`src/rtl/dcmr_pkg.sv`:
```
// Shared types and constants for the duty-cycled MAC receive controller.
// Holds the transaction payload structs, the configuration struct, the codes and the reset values.
// No dependencies.
`default_nettype none

package dcmr_pkg;

    // Link addresses are compared on their low ADDR_BITS bits only.
    localparam int ADDR_BITS = 64;
    localparam logic [63:0] ADDR_MASK =
        (ADDR_BITS >= 64) ? {64{1'b1}} : ((64'd1 << ADDR_BITS) - 64'd1);

    // Event codes carried in the op field.
    localparam logic [2:0] OP_START     = 3'd0;
    localparam logic [2:0] OP_STOP      = 3'd1;
    localparam logic [2:0] OP_FRAME     = 3'd2;
    localparam logic [2:0] OP_BATCH_END = 3'd3;
    localparam logic [2:0] OP_ACK_RES   = 3'd4;
    localparam logic [2:0] OP_TICK      = 3'd5;

    // Frame type codes.
    localparam logic [2:0] FT_REQUEST      = 3'd0;
    localparam logic [2:0] FT_ACK          = 3'd1;
    localparam logic [2:0] FT_DATA         = 3'd2;
    localparam logic [2:0] FT_DATA_PENDING = 3'd3;
    localparam logic [2:0] FT_BROADCAST    = 3'd4;
    localparam logic [2:0] FT_OTHER        = 3'd5;

    // Receive status codes reported in rx_status.
    localparam logic [2:0] RX_STOPPED       = 3'd0;
    localparam logic [2:0] RX_WAIT_REQ      = 3'd1;
    localparam logic [2:0] RX_WAIT_ACK_SENT = 3'd2;
    localparam logic [2:0] RX_WAIT_DATA     = 3'd3;
    localparam logic [2:0] RX_SUCCESS       = 3'd4;
    localparam logic [2:0] RX_FAILED        = 3'd5;

    // Configuration register indexes.
    localparam logic [1:0] CFG_OWN_ADDR        = 2'd0;
    localparam logic [1:0] CFG_DATA_WAIT_TICKS = 2'd1;
    localparam logic [1:0] CFG_WAKE_INTERVAL   = 2'd2;

    localparam logic [63:0] OWN_ADDR_RESET        = 64'd0;
    localparam logic [19:0] DATA_WAIT_TICKS_RESET = 20'd10000;
    localparam logic [31:0] WAKE_INTERVAL_RESET   = 32'd200000;

    typedef struct packed {
        logic [63:0] own_addr;
        logic [19:0] data_wait_ticks;
        logic [31:0] wake_interval;
    } t_cfg;

    typedef struct packed {
        logic [2:0]  op;
        logic [2:0]  frame_type;
        logic        parse_ok;
        logic [63:0] frame_src;
        logic [63:0] frame_dst;
        logic        radio_receiving;
        logic        rx_started;
        logic        tx_ok;
        logic [31:0] cur_phase;
        logic [31:0] wake_phase;
    } t_in_item;

    typedef struct packed {
        logic        deliver;
        logic        drop;
        logic        quit_rx;
        logic        quit_tx;
        logic        send_ack;
        logic [63:0] ack_dst;
        logic [31:0] ack_phase;
        logic [2:0]  rx_status;
        logic [7:0]  fail_count;
    } t_out_item;

endpackage

`default_nettype wire

```
`src/rtl/dcmr_fsm.sv`:
```
// Receive handshake state machine: holds the receive state and computes one result per event.
// Depends on dcmr_pkg for the payload structs, configuration struct and codes.
`default_nettype none

module dcmr_fsm (
    input  wire logic               i_clk,
    input  wire logic               i_rst_n,
    input  wire dcmr_pkg::t_cfg     i_cfg,
    input  wire logic               i_take,
    input  wire dcmr_pkg::t_in_item i_item,
    output dcmr_pkg::t_out_item     o_result
);

    typedef enum logic [2:0] {
        S_STOPPED       = dcmr_pkg::RX_STOPPED,
        S_WAIT_REQ      = dcmr_pkg::RX_WAIT_REQ,
        S_WAIT_ACK_SENT = dcmr_pkg::RX_WAIT_ACK_SENT,
        S_WAIT_DATA     = dcmr_pkg::RX_WAIT_DATA,
        S_SUCCESS       = dcmr_pkg::RX_SUCCESS,
        S_FAILED        = dcmr_pkg::RX_FAILED
    } t_rx_state;

    t_rx_state   r_state, n_state;
    logic [63:0] r_peer, n_peer;
    logic [19:0] r_wait_left, n_wait_left;
    logic        r_wait_armed, n_wait_armed;
    logic [7:0]  r_failures, n_failures;

    logic [63:0] src_masked;
    logic        own_hit;
    logic        peer_hit;
    logic [7:0]  fail_bumped;
    logic [31:0] phase_ofs;
    logic        req_take;
    dcmr_pkg::t_out_item res;

    assign src_masked  = i_item.frame_src & dcmr_pkg::ADDR_MASK;
    assign own_hit     = (i_item.frame_dst & dcmr_pkg::ADDR_MASK)
                         == (i_cfg.own_addr & dcmr_pkg::ADDR_MASK);
    assign peer_hit    = src_masked == (r_peer & dcmr_pkg::ADDR_MASK);
    assign fail_bumped = (r_failures == 8'hFF) ? r_failures : r_failures + 8'd1;

    // The offset wraps through the wake interval when the wake-up phase is not behind.
    assign phase_ofs = (i_item.cur_phase > i_item.wake_phase)
                       ? i_item.cur_phase - i_item.wake_phase
                       : i_item.cur_phase + i_cfg.wake_interval - i_item.wake_phase;

    always_comb begin
        n_state      = r_state;
        n_peer       = r_peer;
        n_wait_left  = r_wait_left;
        n_wait_armed = r_wait_armed;
        n_failures   = r_failures;
        res          = '0;
        req_take     = 1'b0;

        case (i_item.op)
            dcmr_pkg::OP_START: begin
                n_state      = S_WAIT_REQ;
                n_wait_armed = 1'b0;
                n_wait_left  = '0;
            end
            dcmr_pkg::OP_STOP: begin
                n_state      = S_STOPPED;
                n_wait_armed = 1'b0;
                n_wait_left  = '0;
            end
            dcmr_pkg::OP_FRAME: begin
                if (!i_item.parse_ok) begin
                    res.drop = 1'b1;
                end else if (r_state == S_WAIT_REQ) begin
                    if (i_item.frame_type == dcmr_pkg::FT_BROADCAST) begin
                        res.deliver = 1'b1;
                        res.quit_rx = 1'b1;
                        res.quit_tx = 1'b1;
                        n_state     = S_SUCCESS;
                    end else if (i_item.frame_type != dcmr_pkg::FT_REQUEST) begin
                        res.drop = 1'b1;
                    end else if (!own_hit) begin
                        res.drop    = 1'b1;
                        res.quit_tx = 1'b1;
                    end else begin
                        req_take = 1'b1;
                    end
                end else if (r_state == S_WAIT_DATA) begin
                    if (i_item.frame_type == dcmr_pkg::FT_BROADCAST) begin
                        res.deliver = 1'b1;
                        res.quit_rx = 1'b1;
                    end else if (!peer_hit || !own_hit) begin
                        res.drop     = 1'b1;
                        n_wait_left  = i_cfg.data_wait_ticks;
                        n_wait_armed = 1'b1;
                    end else if (i_item.frame_type == dcmr_pkg::FT_REQUEST) begin
                        n_wait_armed = 1'b0;
                        n_wait_left  = '0;
                        req_take     = 1'b1;
                    end else if (i_item.frame_type inside {dcmr_pkg::FT_DATA,
                                                           dcmr_pkg::FT_DATA_PENDING}) begin
                        res.deliver  = 1'b1;
                        n_wait_armed = 1'b0;
                        n_wait_left  = '0;
                        n_state      = S_SUCCESS;
                    end else begin
                        res.drop = 1'b1;
                    end
                end else begin
                    res.drop = 1'b1;
                end
            end
            dcmr_pkg::OP_BATCH_END: begin
                if (r_state == S_WAIT_REQ) begin
                    n_failures = fail_bumped;
                    n_state    = S_FAILED;
                end
            end
            dcmr_pkg::OP_ACK_RES: begin
                if (r_state == S_WAIT_ACK_SENT) begin
                    if (i_item.tx_ok) begin
                        n_wait_left  = i_cfg.data_wait_ticks;
                        n_wait_armed = 1'b1;
                        n_state      = S_WAIT_DATA;
                    end else begin
                        res.quit_rx = 1'b1;
                        n_state     = S_FAILED;
                    end
                end
            end
            dcmr_pkg::OP_TICK: begin
                if (r_state == S_WAIT_DATA && r_wait_armed) begin
                    if (r_wait_left > 20'd1) begin
                        n_wait_left = r_wait_left - 20'd1;
                    end else if (i_item.rx_started) begin
                        n_wait_left  = i_cfg.data_wait_ticks;
                        n_wait_armed = 1'b1;
                    end else begin
                        n_wait_armed = 1'b0;
                        n_wait_left  = '0;
                        n_failures   = fail_bumped;
                        n_state      = S_FAILED;
                    end
                end
            end
            default: begin
            end
        endcase

        // A request for this node: remember the sender and acknowledge unless the radio is busy.
        if (req_take) begin
            n_peer   = src_masked;
            res.drop = 1'b1;
            if (i_item.radio_receiving) begin
                n_failures = fail_bumped;
                n_state    = S_FAILED;
            end else begin
                res.send_ack  = 1'b1;
                res.ack_dst   = src_masked;
                res.ack_phase = phase_ofs;
                n_state       = S_WAIT_ACK_SENT;
            end
        end

        res.rx_status  = n_state;
        res.fail_count = n_failures;
    end

    assign o_result = res;

    always_ff @(posedge i_clk) begin
        if (!i_rst_n) begin
            r_state      <= S_STOPPED;
            r_peer       <= '0;
            r_wait_left  <= '0;
            r_wait_armed <= 1'b0;
            r_failures   <= '0;
        end else if (i_take) begin
            r_state      <= n_state;
            r_peer       <= n_peer;
            r_wait_left  <= n_wait_left;
            r_wait_armed <= n_wait_armed;
            r_failures   <= n_failures;
        end
    end

endmodule

`default_nettype wire

```
`src/rtl/duty_cycled_mac_receive_fsm.sv`:
```
// Duty-cycled MAC receive controller; depends on dcmr_pkg and dcmr_fsm.
// Results are registered: a result is loaded at the edge that accepts its transaction.
// One transaction per cycle unless stalled; the receive state is updated on acceptance.
// A result register plus a skid register keep the input accepting while one result waits;
// the input stalls only while the skid register is full.
// Reset (i_rst_n low, synchronous) empties the output stage and restores state and config.
`default_nettype none

module duty_cycled_mac_receive_fsm (
    input  wire logic                i_clk,
    input  wire logic                i_rst_n,
    // Configuration write port.
    input  wire logic                i_cfg_we,
    input  wire logic [1:0]          i_cfg_addr,
    input  wire logic [63:0]         i_cfg_wdata,
    // Event input channel.
    input  wire logic                i_in_valid,
    output logic                     o_in_stall,
    input  wire dcmr_pkg::t_in_item  i_in_data,
    // Result output channel.
    output logic                     o_out_valid,
    input  wire logic                i_out_stall,
    output dcmr_pkg::t_out_item      o_out_data
);

    dcmr_pkg::t_cfg      r_cfg;
    dcmr_pkg::t_out_item step_result;
    dcmr_pkg::t_out_item r_out, r_skid;
    logic                r_out_valid, r_skid_valid;
    logic                in_take;
    logic                out_free;

    // An input transaction is taken whenever the skid register is empty.
    assign in_take    = i_in_valid && !r_skid_valid;
    assign o_in_stall = r_skid_valid;

    // The result register can load when it is empty or its transaction completes now.
    assign out_free = !r_out_valid || !i_out_stall;

    // Configuration registers. Writes to an index past the list are ignored.
    always_ff @(posedge i_clk) begin
        if (!i_rst_n) begin
            r_cfg.own_addr        <= dcmr_pkg::OWN_ADDR_RESET;
            r_cfg.data_wait_ticks <= dcmr_pkg::DATA_WAIT_TICKS_RESET;
            r_cfg.wake_interval   <= dcmr_pkg::WAKE_INTERVAL_RESET;
        end else if (i_cfg_we) begin
            case (i_cfg_addr)
                dcmr_pkg::CFG_OWN_ADDR:        r_cfg.own_addr        <= i_cfg_wdata;
                dcmr_pkg::CFG_DATA_WAIT_TICKS: r_cfg.data_wait_ticks <= i_cfg_wdata[19:0];
                dcmr_pkg::CFG_WAKE_INTERVAL:   r_cfg.wake_interval   <= i_cfg_wdata[31:0];
                default: begin
                end
            endcase
        end
    end

    // The state machine advances on every accepted transaction and returns its result
    // combinationally; the result is captured below.
    dcmr_fsm u_fsm (
        .i_clk    (i_clk),
        .i_rst_n  (i_rst_n),
        .i_cfg    (r_cfg),
        .i_take   (in_take),
        .i_item   (i_in_data),
        .o_result (step_result)
    );

    // Output stage. Results leave in order: the skid entry, when present, always holds the
    // result that follows the one in the result register.
    always_ff @(posedge i_clk) begin
        if (!i_rst_n) begin
            r_out_valid  <= 1'b0;
            r_skid_valid <= 1'b0;
        end else if (out_free) begin
            r_out_valid  <= r_skid_valid || in_take;
            r_skid_valid <= 1'b0;
        end else if (in_take) begin
            r_skid_valid <= 1'b1;
        end
    end

    always_ff @(posedge i_clk) begin
        if (out_free) begin
            if (r_skid_valid) begin
                r_out <= r_skid;
            end else if (in_take) begin
                r_out <= step_result;
            end
        end else if (in_take) begin
            r_skid <= step_result;
        end
    end

    assign o_out_valid = r_out_valid;
    assign o_out_data  = r_out;

endmodule

`default_nettype wire

```
`config.mk`:
```
export PLATFORM = sky130hd
export DESIGN_NAME = duty_cycled_mac_receive_fsm
export DESIGN_NICKNAME = d
export VERILOG_FILES = /design/src/rtl/dcmr_pkg.sv /design/src/rtl/dcmr_fsm.sv /design/src/rtl/duty_cycled_mac_receive_fsm.sv
export SDC_FILE = /design/constraint.sdc
export NUM_CORES = 1
export LEC_CHECK = 0
export BUFFER_PORTS_ARGS = -buffer_cell sky130_fd_sc_hd__buf_2
export CAP_MARGIN = 10
export CORE_AREA = 3 3 249 251
export CTS_CLUSTER_DIAMETER = 50
export DETAILED_ROUTE_END_ITERATION = 12
export DIE_AREA = 0 0 252 254
export GPL_ROUTABILITY_DRIVEN = 0
export GPL_TIMING_DRIVEN = 0
export PLACE_DENSITY = 0.69
export RECOVER_POWER = 100
export SYNTH_ARGS = -nofsm -noshare
export SYNTH_HDL_FRONTEND = slang
export SYNTH_HIERARCHICAL = 1
export SYNTH_SLANG_ARGS = --single-unit
```
`constraint.sdc`:
```
create_clock -name i_clk -period 18.6 [get_ports i_clk]
set_input_delay 1.86 -clock i_clk [delete_from_list [all_inputs] [get_ports i_clk]]
set_output_delay 1.86 -clock i_clk [all_outputs]
set_load 0.01 [all_outputs]
```
### After elaboration in Yosys (flattened, before gate mapping)

Index checks and enable logic that the tools add are counted.
W data, S select, Z words.

* $add $sub $neg: 5
* $lt $le $gt $ge: 2
* equal/unequal tests: 25
* mux-type cells: 93
* bitwise logic cells: 2
* reduce and logical (&&, ||, !) cells: 27

Operators with widths (count)
* $mux W20: 12
* $mux W112: 2
* $mux W97: 2
* $eq A64 B64 Y1: 2
* $pmux W20 S4: 1
* $sub A32 B32 Y32: 2
* $mux W8: 7
* $mux W3: 17
* $mux W1: 44
* $add A32 B32 Y32: 1
* $gt A32 B32 Y1: 1
* $mux W32: 1
* $gt A20 B1 Y1 const B: 1
* $sub A20 B1 Y20 const B: 1
* $eq A3 B2 Y1 const B: 6
* $pmux W3 S6: 1
* $pmux W8 S2: 1
* $reduce_and A2 Y1: 6
* $reduce_and A11 Y1: 1
* $ne A2 B2 Y1 const B: 5
* $reduce_and A10 Y1: 1
* $eq A3 B3 Y1 const B: 3
* $add A8 B1 Y8 const B: 1
* $eq A8 B8 Y1 const B: 1
* other kinds (18): 34

* register bits after elaboration: 438
* output and inout port bits: 114
* logic and storage cells: 182

### Longest topological paths before layout

* word-level depth: 13
* gate-level depth with buffers: 17
* depth with buffers taken out: 17

### Hierarchy

Netlist, hierarchy kept.

By module, submodules not included
* duty_cycled_mac_receive_fsm: times used 1, cells each 820, area an instance 12703.4 um2
* dcmr_fsm: times used 1, cells each 1481, area an instance 11131.9 um2

### Worst setup path before layout

No wires, ideal clock.

* path kind: input to register
* from: in i_in_valid
* to: reg r_out (netlist bit o_out_data[0]) (enable)
* setup time: 0.621 ns
* arrival: 7.331 ns
* data required time: 17.979 ns
* slack: 10.648 ns
* cell stages on the path: 2
* path buffers: 0
* cells stage by stage: nor2_1 a21oi_1

* longest elaborated chain between the ends: 3

RTL lines
* start, declared: line duty_cycled_mac_receive_fsm.sv:17 `input wire logic i_in_valid,`
* $logic_and A1 B1 Y1: line duty_cycled_mac_receive_fsm.sv:34 `assign in_take = i_in_valid && !r_skid_valid;`
* $reduce_bool A2 Y1 (no line)
* $reduce_and A2 Y1 (no line)
* end signal, assigned: line duty_cycled_mac_receive_fsm.sv:85 `r_out <= r_skid;`
* end signal, assigned: line duty_cycled_mac_receive_fsm.sv:87 `r_out <= step_result;`
* end, declared: line duty_cycled_mac_receive_fsm.sv:28 `dcmr_pkg::t_out_item r_out, r_skid;`

Every way passes these cells.
A chain may end at the register's enable or synchronous reset.

### Final worst setup path

* from: reg r_skid_valid, in the netlist o_in_stall
* to: reg r_out (netlist bit o_out_data[87]) (enable)

* longest elaborated chain between the ends: 4

RTL lines
* start, declared: line duty_cycled_mac_receive_fsm.sv:29 `logic r_out_valid, r_skid_valid;`
* start signal, assigned: line duty_cycled_mac_receive_fsm.sv:73 `r_skid_valid <= 1'b0;`
* start signal, assigned: line duty_cycled_mac_receive_fsm.sv:76 `r_skid_valid <= 1'b0;`
* start signal, assigned: line duty_cycled_mac_receive_fsm.sv:78 `r_skid_valid <= 1'b1;`
* $logic_not A1 Y1: line duty_cycled_mac_receive_fsm.sv:34
* $logic_and A1 B1 Y1: line duty_cycled_mac_receive_fsm.sv:34
* $reduce_bool A2 Y1 (no line) *
* $reduce_and A2 Y1 (no line) *

Every way passes the cells marked *; elsewhere a longest branch is shown, timed or not.

==> impl_metrics.py <==
metrics = {
    "detailed_routing": {
        "vias_per_cell": 5.304,
        "wl_mm": 72.30,
        "via_count": 18990,
        "wl_per_cell_um": 20.19,
        "drc": 0,
        "dr.pass1.iters": 5,
        "drt_iter0_markers": 1507,
        "ant_nets": 0,
    },
    "logic_synthesis": {
        "async_flop_share_pct": 0,
        "yosys.cell_types.count": 84,
        "synth_area_leader_cell": "edfxtp_1",
        "synth_edf_count": 224,
        "syn_avg_cell_area_um2": 10.36,
        "synth.area.top_cells": "edfxtp_1 (28%), dfxtp_1 (18%), mux2i_1 (7.8%)",
        "synth_top_area_share_pct": 28.22,
        "synth_seq_cells": 438,
        "syn_inst": 2301,
        "yosysWarnings": 6,
        "ys_seq_area_share_pct": 46.19,
        "syn_nets": 2672,
        "synth_ff_type": "edfxtp_1",
        "synthesis.area_um2": 23840,
    },
    "power": {
        "p_leak_nw": 12.20,
        "swShare_pct": 27.68,
        "power_density_nw_per_um2": 87.39,
        "pwr-share-seq_pct": 42.8,
        "vdd_drop_max_mv": 0.07132,
        "clock_power_share_pct": 41.4,
        "netSwitchingPower_uw": 685.8,
        "p_total_mw": 2.477,
        "internal_power_mw": 1.791,
        "combPwrFrac_pct": 15.8,
    },
    "worst_hold_path": {
        "worstHoldPathType": "flip-flop to flip-flop",
        "hold_end": "r_cfg[23]",
        "hp-start": "r_cfg[23]",
        "whs_path_depth": 2,
    },
    "timing": {
        "fmax_ghz": 0.1561,
        "worst_pin_slew_ns": 3.165,
        "maxSlewViolCount": 181,
        "skew_ns": 0.02069,
        "rsz0062_at_grt": "no",
        "hold_ws_ns": 0.4629,
        "setup_viol": 0,
        "tns_ns": 0,
        "fin_crit_ns": 6.406,
        "timing.final.ws_setup_ns": 12.19,
        "hold_violations": 0,
        "slew_headroom_pct": -111.0,
        "min_period_over_period_pct": 34.44,
    },
    "run_status": {
        "violations": "max-capacitance violations, max-slew violations",
        "outcome": "finished, violations left",
    },
    "floorplan": {
        "dieArea_um2": 64010,
        "core_region_area_um2": 60130,
        "die_h_um": 254,
        "start_util_pct": 39.64,
        "die_w_um": 252,
        "pin_count": 387,
        "row_count": 90,
    },
    "critical_path": {
        "critical_path_class": "flip-flop to flip-flop",
        "cp_top_family": "buffers and inverters",
        "worstPathCellList": "clkbuf_1 -> clkbuf_1 -> clkbuf_1 -> nor2_1 -> a21oi_1 -> clkbuf_1 -> clkbuf_1",
        "cp.required_ns": 18.81,
        "cp.buffers_inverters": 5,
        "rr_startpoint": "o_in_stall",
        "cp_max_fo": 28,
        "worstReg2RegEnd": "o_out_data[87]",
        "cp-end-kind": "flip-flop",
        "cp.depth": 7,
        "worst_ep_arrival_time_ns": 6.61,
        "cp_slowest_stage_delay_ns": 1.19,
        "slowest_stage": "clkbuf_1",
        "ff2ff_setup_slack_ns": 12.19,
        "worstSetupStartpointType": "flip-flop",
        "reg2reg_depth": 7,
        "cp_common_cell": "clkbuf_1",
    },
    "global_route": {
        "met3_usage_pct": 5.342,
        "grt.busiest_layer": "met2",
        "groute.usage.overall_pct": 21.80,
        "antenna_found_initial": 20,
        "use_met1_pct": 25.64,
        "gr-total-overflow": 0,
        "grt_pass1_vias": 19240,
        "grt_pass1_wl_mm": 107.9,
        "grt_max_degree": 55,
        "use_met2_pct": 38.79,
    },
    "cells_and_area": {
        "final_util_pct": 47.14,
        "drive_gt1_share_pct": 17.67,
        "stdcell_count": 3581,
        "stdcell_area_um2": 28350,
        "area.growth.synth_to_final_pct": 18.93,
        "nets": 3118,
    },
    "clock_network": {
        "cts_root_buffer": "clkbuf_16",
        "post-cts-setup-buffers": 0,
        "path_clk_slew_ns": 0.06,
        "clock_latency_ns": 0.62,
        "cts_hold_buf": 0,
        "cts_resized": 0,
        "cts_buffers": 54,
        "h-tree-depth": 2,
        "cts_max_path_buffers": 3,
        "cts_sinks": 438,
        "cts_tree": "yes",
    },
    "place": {
        "place_ws_ns": 12.44,
        "dp_hpwl_mm": 57.22,
        "dpl_cell_area_um2": 26880,
        "dp_cells": 3473,
        "io_buffers": 384,
    },
    "run": {
        "maxCapViolations": 6,
    },
}
-- area by class of cell --
cell class / count / area [um^2]
multi-input combinational: 1584 / 11560
buffer: 97 / 521.8
antenna: 9 / 22.52
tap: 782 / 978.4
clock buffer: 74 / 1498
fill: 5663 / 31780
timing repair buffer: 390 / 1798
inverter: 182 / 683.2
sequential: 438 / 11010
clock inverter: 25 / 277.8
-- kinds of logic after synthesis --
group	synth area share [%]
adder cells (fa/ha/maj)	6.152
multiplexers	13.15
buffers and inverters	5.181
flip-flops	46.19
XOR/XNOR	7.570
AO/OA/AOI/OAI	7.869
AND/OR/NAND/NOR	13.88
-- synth_stat cells (4+ instances only) --
master,n
a211o_1,4
a211oi_1,12
a21boi_0,4
a21o_1,27
a21oi_1,94
a221o_1,6
a31oi_1,12
and2_1,71
and3_1,11
buf_2,26
buf_4,10
buf_6,9
clkbuf_1,47
dfxtp_1,214
edfxtp_1,224
fa_1,32
ha_1,66
inv_1,181
mux2_1,20
mux2_2,93
mux2i_1,186
nand2_1,247
nand2b_1,12
nand3_1,33
nand4_1,32
nand4b_1,10
nor2_1,174
nor2b_1,16
nor3_1,21
nor3b_1,4
nor4_1,26
o211ai_1,16
o21a_1,17
o21ai_0,56
o21bai_1,9
o311ai_0,4
or3_1,6
xnor2_1,109
xor2_1,97
-- worst max-delay path by stage --
stage,from,endpoint
final,o_in_stall,o_out_data[87]
after floorplan,i_in_valid,o_out_data[0]
after CTS,i_in_data[34],o_out_data[41]
after global placement,i_in_valid,o_out_data[91]
after detailed placement,i_in_data[34],o_out_data[41]
after global routing,o_in_stall,o_out_data[53]
-- power by group through the flow --
stage | combinational, mW | sequential, mW | clock, mW
final | 0.392 | 1.06 | 1.02
after CTS | 0.396 | 1.06 | 1.05
after floorplan | 0.245 | 1.09 | 0
after detailed placement | 0.393 | 1.08 | 0
after global placement | 0.382 | 1.09 | 0
after global routing | 0.426 | 1.06 | 1.09
-- worst min-delay path, delay by kind of cell (launching register included) --
kind,cells,cell delay [ns]
flops,1,0.31
mux,1,0.05
simple gates,1,0.05
-- placed cells by master (no fill, tap or decap), types with 10 or more instances in the layout --
cell,instances
a211oi_1,12
a21o_1,27
a21oi_1,94
a31oi_1,12
and2_0,65
and3_1,12
buf_2,278
clkbuf_1,201
clkbuf_16,55
dfxtp_1,214
edfxtp_1,224
fa_1,32
ha_1,66
inv_1,182
mux2_1,21
mux2_2,92
mux2i_1,186
nand2_1,247
nand2b_1,12
nand3_1,33
nand4_1,32
nand4b_1,10
nor2_1,175
nor2b_1,16
nor3_1,21
nor4_1,27
o211ai_1,16
o21a_1,17
o21ai_0,58
xnor2_1,109
xor2_1,97
-- flip-flops by register name (all words and copies together), names as in the netlist --
register,cells
u_fsm/r_state,3
u_fsm/r_wait_left,20
u_fsm/r_failures,8
r_skid,112
r_cfg,116
u_fsm/r_peer,64
o_out_valid,1
u_fsm/r_wait_armed,1
o_in_stall,1
o_out_data,112
-- routing by layer --
layer  part of all wire, %  wire length, um
met1                    40            28560
met2                    49            35130
met3                   8.2             5915
met4                   3.6             2593
met5                  0.13               97
(Power assumes the default switching activity.)
